$ cat src/imh_pkg.sv
package imh_pkg;

   localparam int CAPACITY_DEF   = 1024;
   localparam int VALUE_BITS_DEF = 16;
   localparam int KEY_BITS       = 10;
   localparam int KEY_SPACE      = 1024;

   localparam logic [1:0] OP_INSERT = 2'd0;
   localparam logic [1:0] OP_DEC    = 2'd1;
   localparam logic [1:0] OP_POP    = 2'd2;

   localparam logic [2:0] ST_OK      = 3'd0;
   localparam logic [2:0] ST_EMPTY   = 3'd1;
   localparam logic [2:0] ST_FULL    = 3'd2;
   localparam logic [2:0] ST_PRESENT = 3'd3;
   localparam logic [2:0] ST_ABSENT  = 3'd4;

   localparam logic [1:0] RD_POS    = 2'd0;
   localparam logic [1:0] RD_POP    = 2'd1;
   localparam logic [1:0] RD_PARENT = 2'd2;
   localparam logic [1:0] RD_CHILD  = 2'd3;

   typedef struct packed {
      logic       capture;
      logic       clr_step;
      logic [1:0] rd_sel;
      logic       ins_setup;
      logic       dec_setup;
      logic       pop_take;
      logic       up_move;
      logic       dn_move;
      logic       place;
      logic       finish;
      logic [2:0] status;
   } imh_cmd_type;

   typedef struct packed {
      logic [1:0] op;
      logic       pos_valid;
      logic       full;
      logic       empty;
      logic       last;
      logic       at_root;
      logic       parent_gt;
      logic       dec_zero;
      logic       no_child;
      logic       child_lt;
      logic       clr_done;
   } imh_sts_type;

endpackage

$ cat src/imh_ctrl.sv
module imh_ctrl (
   input  logic                 clock,
   input  logic                 reset,
   input  logic                 start,
   output logic                 busy,
   input  imh_pkg::imh_sts_type sts,
   output imh_pkg::imh_cmd_type cmd
);

   localparam logic [3:0] S_CLEAR  = 4'd0;
   localparam logic [3:0] S_IDLE   = 4'd1;
   localparam logic [3:0] S_LOOK   = 4'd2;
   localparam logic [3:0] S_DEC    = 4'd3;
   localparam logic [3:0] S_POP    = 4'd4;
   localparam logic [3:0] S_UP_RD  = 4'd5;
   localparam logic [3:0] S_UP_CMP = 4'd6;
   localparam logic [3:0] S_DN_RD  = 4'd7;
   localparam logic [3:0] S_DN_CMP = 4'd8;

   logic [3:0] state_ff, state_in;

   always_ff @(posedge clock) begin
      if (reset) begin
         state_ff <= S_CLEAR;
      end else begin
         state_ff <= state_in;
      end
   end

   assign busy = (state_ff != S_IDLE);

   always_comb begin
      state_in = state_ff;
      cmd      = '0;
      cmd.rd_sel = imh_pkg::RD_POS;
      cmd.status = imh_pkg::ST_OK;
      unique case (state_ff)
         S_CLEAR: begin
            cmd.clr_step = 1'b1;
            if (sts.clr_done) begin
               state_in = S_IDLE;
            end
         end
         S_IDLE: begin
            if (start) begin
               cmd.capture = 1'b1;
               state_in    = S_LOOK;
            end
         end
         S_LOOK: begin
            unique case (sts.op)
               imh_pkg::OP_INSERT: begin
                  if (sts.pos_valid) begin
                     cmd.finish = 1'b1;
                     cmd.status = imh_pkg::ST_PRESENT;
                     state_in   = S_IDLE;
                  end else if (sts.full) begin
                     cmd.finish = 1'b1;
                     cmd.status = imh_pkg::ST_FULL;
                     state_in   = S_IDLE;
                  end else begin
                     cmd.ins_setup = 1'b1;
                     state_in      = S_UP_RD;
                  end
               end
               imh_pkg::OP_DEC: begin
                  if (!sts.pos_valid) begin
                     cmd.finish = 1'b1;
                     cmd.status = imh_pkg::ST_ABSENT;
                     state_in   = S_IDLE;
                  end else begin
                     cmd.rd_sel = imh_pkg::RD_POS;
                     state_in   = S_DEC;
                  end
               end
               imh_pkg::OP_POP: begin
                  if (sts.empty) begin
                     cmd.finish = 1'b1;
                     cmd.status = imh_pkg::ST_EMPTY;
                     state_in   = S_IDLE;
                  end else begin
                     cmd.rd_sel = imh_pkg::RD_POP;
                     state_in   = S_POP;
                  end
               end
               default: begin
                  cmd.finish = 1'b1;
                  state_in   = S_IDLE;
               end
            endcase
         end
         S_DEC: begin
            if (sts.dec_zero) begin
               cmd.finish = 1'b1;
               state_in   = S_IDLE;
            end else begin
               cmd.dec_setup = 1'b1;
               state_in      = S_UP_RD;
            end
         end
         S_POP: begin
            cmd.pop_take = 1'b1;
            if (sts.last) begin
               cmd.finish = 1'b1;
               state_in   = S_IDLE;
            end else begin
               state_in = S_DN_RD;
            end
         end
         S_UP_RD: begin
            if (sts.at_root) begin
               cmd.place  = 1'b1;
               cmd.finish = 1'b1;
               state_in   = S_IDLE;
            end else begin
               cmd.rd_sel = imh_pkg::RD_PARENT;
               state_in   = S_UP_CMP;
            end
         end
         S_UP_CMP: begin
            if (sts.parent_gt) begin
               cmd.up_move = 1'b1;
               state_in    = S_UP_RD;
            end else begin
               cmd.place  = 1'b1;
               cmd.finish = 1'b1;
               state_in   = S_IDLE;
            end
         end
         S_DN_RD: begin
            if (sts.no_child) begin
               cmd.place  = 1'b1;
               cmd.finish = 1'b1;
               state_in   = S_IDLE;
            end else begin
               cmd.rd_sel = imh_pkg::RD_CHILD;
               state_in   = S_DN_CMP;
            end
         end
         S_DN_CMP: begin
            if (sts.child_lt) begin
               cmd.dn_move = 1'b1;
               state_in    = S_DN_RD;
            end else begin
               cmd.place  = 1'b1;
               cmd.finish = 1'b1;
               state_in   = S_IDLE;
            end
         end
         default: begin
            state_in = S_IDLE;
         end
      endcase
   end

endmodule

$ cat config.mk
export PLATFORM = sky130hd
export DESIGN_NAME = imh_ctrl
export DESIGN_NICKNAME = d
export VERILOG_FILES = /design/src/imh_pkg.sv /design/src/imh_ctrl.sv
export SDC_FILE = /design/constraint.sdc
export NUM_CORES = 1
export LEC_CHECK = 0
export ABC_AREA = 1
export BUFFER_PORTS_ARGS = -buffer_cell sky130_fd_sc_hd__buf_4
export CAP_MARGIN = 10
export CORE_AREA = 2 2 39 41
export DETAILED_ROUTE_END_ITERATION = 12
export DIE_AREA = 0 0 41 43
export GPL_ROUTABILITY_DRIVEN = 0
export GPL_TIMING_DRIVEN = 0
export PLACE_DENSITY = 0.73
export SETUP_SLACK_MARGIN = 0.4
export SLEW_MARGIN = 40
export SYNTH_ARGS = -nofsm -noshare
export SYNTH_HDL_FRONTEND = slang
export SYNTH_SLANG_ARGS = --single-unit
export TNS_END_PERCENT = 50
$ cat constraint.sdc
create_clock -name clock -period 1.3 [get_ports clock]
set_clock_uncertainty 0.1 [all_clocks]
set_input_delay 0.195 -clock clock [delete_from_list [all_inputs] [get_ports clock]]
set_output_delay 0.195 -clock clock [all_outputs]
set_load 0.01 [all_outputs]
==> impl_metrics.csv, run 1 <==
group,metric,value,unit
run_status,result_of_the_run,"finished with violations",
run_status,violations_in_the_final_reports,"setup timing",
setup_path,crit_type,"reg2out",
yosys,postSynthAreaPerCell,5.308,um^2
cells_and_area,layout-drive-gt1-share,0.5274,
setup_path,cpPeakStageDelay,0.36,ns
yosys,syn-num-nets,114,
pwr,swShare,0.3869,
cells_and_area,multi_input_logic_area,469.2,um^2
hold_path,holdCritPathClass,"in2reg",
place,post-dp-hpwl,1.219,mm
routing,drc,0,
routing,routed_antenna_nets,0,
hold_path,min_from,"reset",
clock_network,tritoncts,"yes",
routing,drt_first_pass_iters,4,
yosys,post_synth_inst_count,99,
timing,timing.fmax,614.2,MHz
grt,groute.usage.overall,0.2179,
yosys,synth_area,525.5,um^2
clock_network,cts_max_level,1,
clock_network,clkLatencyLatePin,0.24,ns
timing,final_period_minus_worst_setup_slack,1.628,ns
timing,unrepaired_setup_endpoints_after_global_routing,"true",
grt,grt_pass1_wl,2.677,mm
timing,report.final.slew_viol_count,0,
yosys,post_synth_num_cell_types,17,
place,io_buffers,29,
pwr,p_comb_frac,0.537,
die,fp-row-count,14,
setup_path,critical_path.startpoint,"state_ff[1]$_SDFFE_PP0P_",
timing,relSlewSlack,0.7603,
cells_and_area,layout.cells.most_common,"sky130_fd_sc_hd__buf_4",
place,dp_slack,-0.05860,ns
cells_and_area,post-route-cell-area,1049,um^2
setup_path,timing.critical_path.arrival,1.33,ns
routing,routed_wire_length,1.950,mm
cells_and_area,layout.cells.most_common_list,"sky130_fd_sc_hd__buf_4 (30), sky130_fd_sc_hd__nand2_1 (24), sky130_fd_sc_hd__nor2_1 (14)",
setup_path,critical-path-top-delay-family,"simple AND/OR/NAND/NOR gates",
clock_network,clock_buffer_count_from_cts,3,
timing,worst_slew_pin_slew,0.3557,ns
pwr,power-per-cell-area,657.3,nW/um^2
grt,grt_max_degree,9,
pwr,max-vdd-ir-drop,0.6074,mV
timing,totalNegativeSetupSlack,-3.452,ns
setup_path,timing.critical_path.mode_cell,"sky130_fd_sc_hd__nor2_1",
timing,timing.final.crit_share,1.252,
place,placed_cell_area,814.5,um^2
die,area_of_the_die,1763,um^2
setup_path,required,1.00,ns
timing,setup_viol,18,
grt,total_grt_overflow,0,
cells_and_area,largest_register,"state_ff",
yosys,seq_area_frac_synth,0.1524,
grt,first_global_vias,687,
cells_and_area,final.fill_count,113,
pwr,p_clk_frac,0.247,
grt,grt_antenna_before_repair,0,
setup_path,worstPathMaxFanout,4,
pwr,p_sw,266.7,uW
pwr,p_leak,0.0005702,uW
cells_and_area,final_nets,162,
clock_network,cts_hold_buf,0,
die,floorplan.initialDensity,0.3797,
routing,wl_per_cell,12.04,um
setup_path,cp.buffers_inverters,1,
yosys,synthesis.yosys.warnings,0,
cells_and_area,largest_registers,"state_ff: 4 flops",
setup_path,startpoint_type,"flop",
setup_path,timing.critical_path.cells,"nor2_1 -> nand3_1 -> o22ai_2 -> nor2_1 -> nand2_1 -> buf_4",
die,dieWidth,41,um
routing,initialDrtViolationCount,17,
cells_and_area,regArea,92.59,um^2
cells_and_area,largest_reg_flops,4,
cells_and_area,insertedDiodeCount,0,
pwr,p_int,422.5,uW
cells_and_area,layout-area-overhead-vs-synth,99.52,%
routing,drt-vias-per-instance,4.914,
routing,via_count,796,
setup_path,critPathSlowestCell,"sky130_fd_sc_hd__dfxtp_4",
die,placeableCoreArea,1384,um^2
yosys,ys_ff_latch,4,
clock_network,clkTransAtPathRegs,0.04,ns
die,die_h,43,um
pwr,share_seq_of_total_power,0.216,
flow_run,maxCapViolations,0,
pwr,fin_total_pwr,689.2,uW
clock_network,clk_path_buf_depth,2,
die,boundaryPins,30,
timing,timing.final.ws_setup,-0.3281,ns
setup_path,worst_r2r_startpoint,"state_ff[1]$_SDFFE_PP0P_",
setup_path,critPathCaptureType,"output port",
clock_network,cts_sinks,4,
clock_network,clock_tree.root_cell,"sky130_fd_sc_hd__clkbuf_4",
timing,hold_viol,0,
timing,min_hold_slack,0.02897,ns
[layer usage]
| layer | up-vias | track usage | share of wire |
|---|---|---|---|
| li1 | 407 | - | - |
| met5 | - | 0 | 0 |
| met3 | 2 | 0 | 0.037 |
| met2 | 25 | 0.3469 | 0.53 |
| met4 | 0 | 0.08000 | 0.0072 |
| met1 | 362 | 0.3023 | 0.43 |
[cells in the mapped netlist]
master | n | area share
sky130_fd_sc_hd__a21oi_1 | 5 | 0.048
sky130_fd_sc_hd__dfxtp_1 | 4 | 0.15
sky130_fd_sc_hd__inv_1 | 14 | 0.10
sky130_fd_sc_hd__inv_2 | 3 | 0.021
sky130_fd_sc_hd__nand2_1 | 26 | 0.19
sky130_fd_sc_hd__nand2_2 | 2 | 0.024
sky130_fd_sc_hd__nand2_4 | 1 | 0.021
sky130_fd_sc_hd__nand3_1 | 8 | 0.076
sky130_fd_sc_hd__nand3b_1 | 3 | 0.043
sky130_fd_sc_hd__nor2_1 | 18 | 0.13
sky130_fd_sc_hd__nor2_2 | 1 | 0.012
sky130_fd_sc_hd__nor2_4 | 4 | 0.086
sky130_fd_sc_hd__nor3_1 | 2 | 0.019
sky130_fd_sc_hd__nor4_1 | 1 | 0.012
sky130_fd_sc_hd__o21ai_0 | 4 | 0.038
sky130_fd_sc_hd__o21ai_1 | 1 | 0.0095
sky130_fd_sc_hd__o22ai_1 | 2 | 0.024
[final timing paths]
kind,to,slack [ns],depth (start not counted)
setup / recovery,cmd[3],-0.33,6
setup reg to reg,state_ff[0]$_SDFFE_PP0P_,-0.20,11
hold reg to reg,state_ff[0]$_SDFFE_PP0P_,0.69,4
hold / removal,state_ff[2]$_SDFFE_PP0P_,0.03,2
[metrics by stage]
step | instances | utilization
finish | 162 | 0.7577
global route | 162 | 0.7577
CTS | 160 | 0.7215
detailed placement | 144 | 0.5886
global placement | 144 | 0.5886
floorplan | 99 | -
[logic make-up (layout without fill, tap and decap cells)]
logic type             after synthesis  in the layout  synth area share
AND/OR/NAND/NOR                     66             66            0.6071
buffers and inverters               17             64            0.1214
AO/OA/AOI/OAI                       12             12            0.1190
flip-flops                           4              4            0.1524
[what timing repair did]
| action | 4_1_cts | 5_1_grt |
|---|---|---|
| pin swaps | 8 | 5 |
| gates resized for setup | 19 | 9 |
| cloned | 0 | 0 |
| setup buffers | 12 | 2 |
| setup endpoints to repair | 19 | 19 |
[power by group through the flow]
stage	registers, uW	logic (uW)	clock network (uW)
detailed placement	152	267	0
CTS	148	334	174
finish	149	370	170
floorplan	150	166	0
global placement	151	263	0
global route	150	402	183
[final cells by class]
class | count | area share
inverter | 17 | 0.06563
multi-input combinational | 78 | 0.4475
clock buffer | 4 | 0.02506
sequential | 4 | 0.08831
tap | 16 | 0.01909
timing repair buffer | 43 | 0.3544
Power figures use the tool's default switching activity.
==> run 2: changes to the inputs <==
--- a/config.mk
+++ b/config.mk
@@ -16,4 +16,5 @@
 export PLACE_DENSITY = 0.73
 export SETUP_SLACK_MARGIN = 0.4
+export SKIP_CTS_REPAIR_TIMING = 1
 export SLEW_MARGIN = 40
 export SYNTH_ARGS = -nofsm -noshare
==> constraint.sdc (replaced) <==
create_clock -name clock -period 1.3 [get_ports clock]
set_clock_uncertainty 0.1 [all_clocks]
set_input_delay 0.13 -clock clock [delete_from_list [all_inputs] [get_ports clock]]
set_output_delay 0.13 -clock clock [all_outputs]
set_load 0.01 [all_outputs]
==> run 2 against run 1 <==
The flow finishes with violations (DRC, setup timing); clock-buffer cell count is the same; sequential power grew 5%; critical path depth increased by 1; setup slack improved by 0.091 ns; maximum frequency rose by 5.9%; total power down 12%; highest routed layer unchanged.
==> impl_metrics.csv, run 2 (synthesized netlist as in run 1, its figures left out) <==
group,metric,value,unit
setup_path,worstPathMaxFanout,8,
grt,grt_antenna_before_repair,0,
run_status,result_of_the_run,"finished with violations",
routing,initialDrtViolationCount,17,
timing,min_hold_slack,0.06307,ns
routing,drt-vias-per-instance,4.967,
timing,final_period_minus_worst_setup_slack,1.537,ns
pwr,max-vdd-ir-drop,0.2941,mV
die,floorplan.initialDensity,0.3797,
setup_path,required,1.07,ns
grt,first_global_vias,647,
flow_run,maxCapViolations,0,
run_status,violations_in_the_final_reports,"DRC, setup timing",
pwr,fin_total_pwr,608.8,uW
cells_and_area,insertedDiodeCount,0,
grt,grt_pass1_wl,2.352,mm
timing,hold_viol,0,
timing,relSlewSlack,0.8288,
timing,worst_slew_pin_slew,0.2548,ns
clock_network,cts_sinks,4,
clock_network,clkLatencyLatePin,0.24,ns
routing,routed_wire_length,1.572,mm
cells_and_area,largest_register,"state_ff",
timing,report.final.slew_viol_count,0,
grt,total_grt_overflow,0,
grt,groute.usage.overall,0.1846,
die,placeableCoreArea,1384,um^2
setup_path,crit_type,"reg2out",
clock_network,clk_path_buf_depth,2,
clock_network,cts_max_level,1,
clock_network,clkTransAtPathRegs,0.05,ns
clock_network,clock_tree.root_cell,"sky130_fd_sc_hd__clkbuf_4",
pwr,p_leak,0.0004939,uW
die,dieWidth,41,um
cells_and_area,fin_cells,150,
cells_and_area,largest_registers,"state_ff: 4 flops",
die,fp-row-count,14,
routing,via_count,745,
cells_and_area,layout-area-overhead-vs-synth,68.33,%
cells_and_area,final_core_utilization,0.6392,
place,post-dp-hpwl,1.265,mm
timing,timing.fmax,650.4,MHz
cells_and_area,layout-drive-gt1-share,0.4403,
timing,setup_viol,13,
die,boundaryPins,30,
setup_path,critPathCaptureType,"output port",
routing,wl_per_cell,10.48,um
place,dpl.cell_count,144,
hold_path,holdCritPathClass,"in2reg",
die,area_of_the_die,1763,um^2
clock_network,clock_buffer_count_from_cts,3,
place,io_buffers,29,
pwr,power-per-cell-area,688.2,nW/um^2
grt,grt_max_degree,9,
clock_network,tritoncts,"yes",
cells_and_area,regArea,92.59,um^2
cells_and_area,final.fill_count,137,
routing,drt_first_pass_iters,8,
cells_and_area,largest_reg_flops,4,
cells_and_area,multi_input_logic_area,435.4,um^2
setup_path,startpoint_type,"flop",
routing,drc,2,
die,die_h,43,um
setup_path,timing.critical_path.arrival,1.31,ns
routing,routed_antenna_nets,0,
timing,unrepaired_setup_endpoints_after_global_routing,"true",
timing,totalNegativeSetupSlack,-1.528,ns
cells_and_area,final_nets,150,
timing,timing.final.crit_share,1.183,
cells_and_area,layout.cells.most_common,"sky130_fd_sc_hd__buf_4",
cells_and_area,layout.cells.most_common_list,"sky130_fd_sc_hd__buf_4 (29), sky130_fd_sc_hd__nand2_1 (25), sky130_fd_sc_hd__nor2_1 (14)",
timing,timing.final.ws_setup,-0.2374,ns
## run 2: cell count changes in the layout (fill, tap and decap cells not counted), sizes merged
cell / delta
buf: -13
dlygate4sd3: +1
## run 2: per-layer routing
layer / share of wire / vias up / wire length, um / track usage
met5: 0 / - / 0 / 0
met4: 0.029 / 0 / 45 / 0.08000
met3: 0.092 / 6 / 145 / 0.02094
met2: 0.51 / 36 / 798 / 0.3375
met1: 0.37 / 321 / 582 / 0.1923
li1: - / 382 / - / -
## run 2: power by group
part           leakage (uW)  internal (uW)  total, uW  switching (uW)
combinational      0.000444            121        279             158
sequential        0.0000352            135        157            22.4
clock             0.0000150            116        173            57.3
total              0.000494            371        609             237
## run 2: final cells by class
cell class              instances  share of cell area
flip-flops and latches          4              0.1047
well taps                      16             0.02263
clock buffers                   4             0.02970
repair buffers                 31              0.2702
multi-input cells              78              0.4922
inverters                      17             0.08062
## run 2: worst paths after layout
path | from | slack, ns | end | cells after the start
hold / removal | reset | 0.06 | state_ff[0]$_SDFFE_PP0P_ | 4
hold reg to reg | state_ff[2]$_SDFFE_PP0P_ | 0.64 | state_ff[0]$_SDFFE_PP0P_ | 4
setup reg to reg | state_ff[2]$_SDFFE_PP0P_ | -0.01 | state_ff[0]$_SDFFE_PP0P_ | 9
setup / recovery | state_ff[2]$_SDFFE_PP0P_ | -0.24 | cmd[3] | 7
## run 2: through the flow
step	worst slack (ns)	instance area (um^2)
final	-0.2374	884.6
after global routing	-0.3143	884.6
after global placement	-0.01941	817.0
after detailed placement	0.005944	817.0
after floorplan	0.1547	579.3
after CTS	-0.2626	843.3
## run 2: worst max-delay path, stage by stage, from the launching register on
cell and delay [ns]:
sky130_fd_sc_hd__dfxtp_4 0.37, sky130_fd_sc_hd__inv_4 0.05, sky130_fd_sc_hd__nor2_4 0.19, sky130_fd_sc_hd__nand2_2 0.08, sky130_fd_sc_hd__o22ai_2 0.15, sky130_fd_sc_hd__nor2_2 0.06, sky130_fd_sc_hd__nand2_1 0.07, sky130_fd_sc_hd__buf_4 0.11
==> run 3: changes to the inputs <==
Settings changed: CORE_AREA 2 2 39 41 to not set, CORE_UTILIZATION set to 38, CTS_CLUSTER_DIAMETER set to 60, DIE_AREA 0 0 41 43 to not set.
Clock period 1.3 ns to 1.25 ns, I/O delays scaled along.
==> run 3 against run 2 <==
The run ends with setup timing left; largest cell class unchanged; flip-flop and latch count did not move; critical endpoint unchanged; critical path depth did not move; utilization rose by 6.6 points; critical path type unchanged.
==> impl_metrics.csv, run 3 (synthesized netlist as in run 1, its figures left out) <==
group,metric,value,unit
run_status,result_of_the_run,"finished with violations",
run_status,violations_in_the_final_reports,"setup timing",
setup_path,required,1.02,ns
clock_network,cts_max_level,1,
setup_path,startpoint_type,"flop",
cells_and_area,largest_reg_flops,4,
place,placed_cell_area,809.5,um^2
clock_network,cts_sinks,4,
setup_path,timing.critical_path.mode_cell,"sky130_fd_sc_hd__nand2_1",
pwr,share_seq_of_total_power,0.240,
cells_and_area,layout.cells.most_common,"sky130_fd_sc_hd__buf_4",
pwr,p_comb_frac,0.467,
timing,timing.fmax,632.2,MHz
timing,worst_slew_pin_slew,0.2789,ns
setup_path,worstPathMaxFanout,8,
pwr,power-per-cell-area,728.8,nW/um^2
setup_path,timing.critical_path.cells,"inv_4 -> nor2_4 -> nand2_1 -> o22ai_1 -> a21oi_1 -> nand2_1 -> buf_4",
grt,total_grt_overflow,0,
die,dieWidth,39.19,um
cells_and_area,layout-area-overhead-vs-synth,74.52,%
setup_path,critPathCaptureType,"output port",
clock_network,clk_path_buf_depth,2,
die,fp-row-count,13,
setup_path,timing.critical_path.arrival,1.36,ns
timing,unrepaired_setup_endpoints_after_global_routing,"true",
place,dp_slack,-0.04640,ns
routing,wl_per_cell,10.60,um
cells_and_area,largest_registers,"state_ff: 4 flops",
routing,routed_wire_length,1.600,mm
die,placeableCoreArea,1301,um^2
routing,drc,0,
routing,routed_antenna_nets,0,
setup_path,crit_type,"reg2out",
grt,grt_pass1_wl,2.346,mm
place,io_buffers,29,
cells_and_area,final_nets,152,
setup_path,cp.buffers_inverters,2,
timing,setup_viol,16,
setup_path,critPathSlowestCell,"sky130_fd_sc_hd__dfxtp_4",
pwr,swShare,0.4010,
setup_path,regToRegSetupSlack,-0.07,ns
routing,drt_first_pass_iters,4,
die,floorplan.initialDensity,0.4038,
setup_path,cpPeakStageDelay,0.38,ns
routing,via_count,756,
timing,hold_viol,0,
cells_and_area,largest_register,"state_ff",
die,die_h,39.19,um
cells_and_area,layout-drive-gt1-share,0.4412,
die,boundaryPins,30,
timing,timing.final.ws_setup,-0.3317,ns
grt,grt_antenna_before_repair,0,
die,area_of_the_die,1535,um^2
timing,report.final.slew_viol_count,0,
pwr,max-vdd-ir-drop,0.6685,mV
clock_network,tritoncts,"yes",
pwr,p_leak,0.0005058,uW
place,dpl.cell_count,143,
cells_and_area,layout.cells.most_common_list,"sky130_fd_sc_hd__buf_4 (27), sky130_fd_sc_hd__nand2_1 (25), sky130_fd_sc_hd__nor2_1 (14)",
pwr,p_int,400.4,uW
grt,groute.usage.overall,0.2292,
grt,first_global_vias,574,
clock_network,clock_tree.root_cell,"sky130_fd_sc_hd__clkbuf_4",
timing,final_period_minus_worst_setup_slack,1.582,ns
clock_network,clock_buffer_count_from_cts,3,
cells_and_area,final_core_utilization,0.7048,
pwr,p_clk_frac,0.293,
grt,grt_max_degree,9,
timing,min_hold_slack,0.01268,ns
cells_and_area,fin_cells,151,
cells_and_area,insertedDiodeCount,0,
place,post-dp-hpwl,1.251,mm
hold_path,holdCritPathClass,"in2reg",
clock_network,clkLatencyLatePin,0.25,ns
cells_and_area,post-route-cell-area,917.1,um^2
routing,drt-vias-per-instance,5.007,
clock_network,clkTransAtPathRegs,0.04,ns
flow_run,maxCapViolations,0,
routing,initialDrtViolationCount,19,
timing,relSlewSlack,0.8121,
timing,timing.final.crit_share,1.265,
setup_path,critical-path-top-delay-family,"flip-flops",
pwr,p_sw,268.0,uW
## run 3: cell count changes in the layout (fill, tap and decap cells not counted), moves of 2 or more
cell and delta:
sky130_fd_sc_hd__buf_4 -2, sky130_fd_sc_hd__o22ai_1 +2, sky130_fd_sc_hd__o22ai_2 -2, sky130_fd_sc_hd__buf_6 +3
## run 3: routing by layer
metal / vias up / GRT usage / routed length (um)
li1: 387 / - / -
met1: 338 / 0.2969 / 663
met2: 29 / 0.3542 / 835
met3: 2 / 0.06936 / 80
met4: 0 / 0.07759 / 21
met5: - / 0 / 0
## run 3: layout make-up
cell class	count	area [um^2]
Multi-Input combinational cell	78	427.9
Fill cell	116	384.1
Timing Repair Buffer	33	277.8
Sequential cell	4	95.09
Inverter	17	71.32
Clock buffer	4	26.28
Tap cell	15	18.77
## run 3: worst register-to-register path: cells and delay by family, from the launching register on
kind	cells	cell delay [ns]
AO/OA/AOI/OAI	1	0.14
buffers and inverters	1	0.15
flip-flops	1	0.36
AND/OR/NAND/NOR	4	0.50
## run 3: per-stage QoR
step / TNS, ns / power (uW)
after floorplan: 0 / 331.6
after global placement: -0.06831 / 436.0
after detailed placement: -0.07462 / 441.8
after CTS: -2.269 / 642.7
after global routing: -3.817 / 713.8
final: -2.685 / 668.4
## run 3: path summary, 6_finish.rpt
path | start | endpoint | cells after the start
worst max-delay path | state_ff[2]$_SDFFE_PP0P_ | cmd[3] | 7
worst min-delay path | reset | state_ff[0]$_SDFFE_PP0P_ | 4
worst max register to register | state_ff[2]$_SDFFE_PP0P_ | state_ff[2]$_SDFFE_PP0P_ | 6
worst min register to register | state_ff[1]$_SDFFE_PP0P_ | state_ff[0]$_SDFFE_PP0P_ | 4
## run 3: power by group through the flow
stage               clock (uW)  combinational [uW]  sequential [uW]
floorplan                    0                 172              160
global placement             0                 273              163
detailed placement           0                 279              163
CTS                        202                 280              160
global route               211                 341              161
finish                     196                 312              160
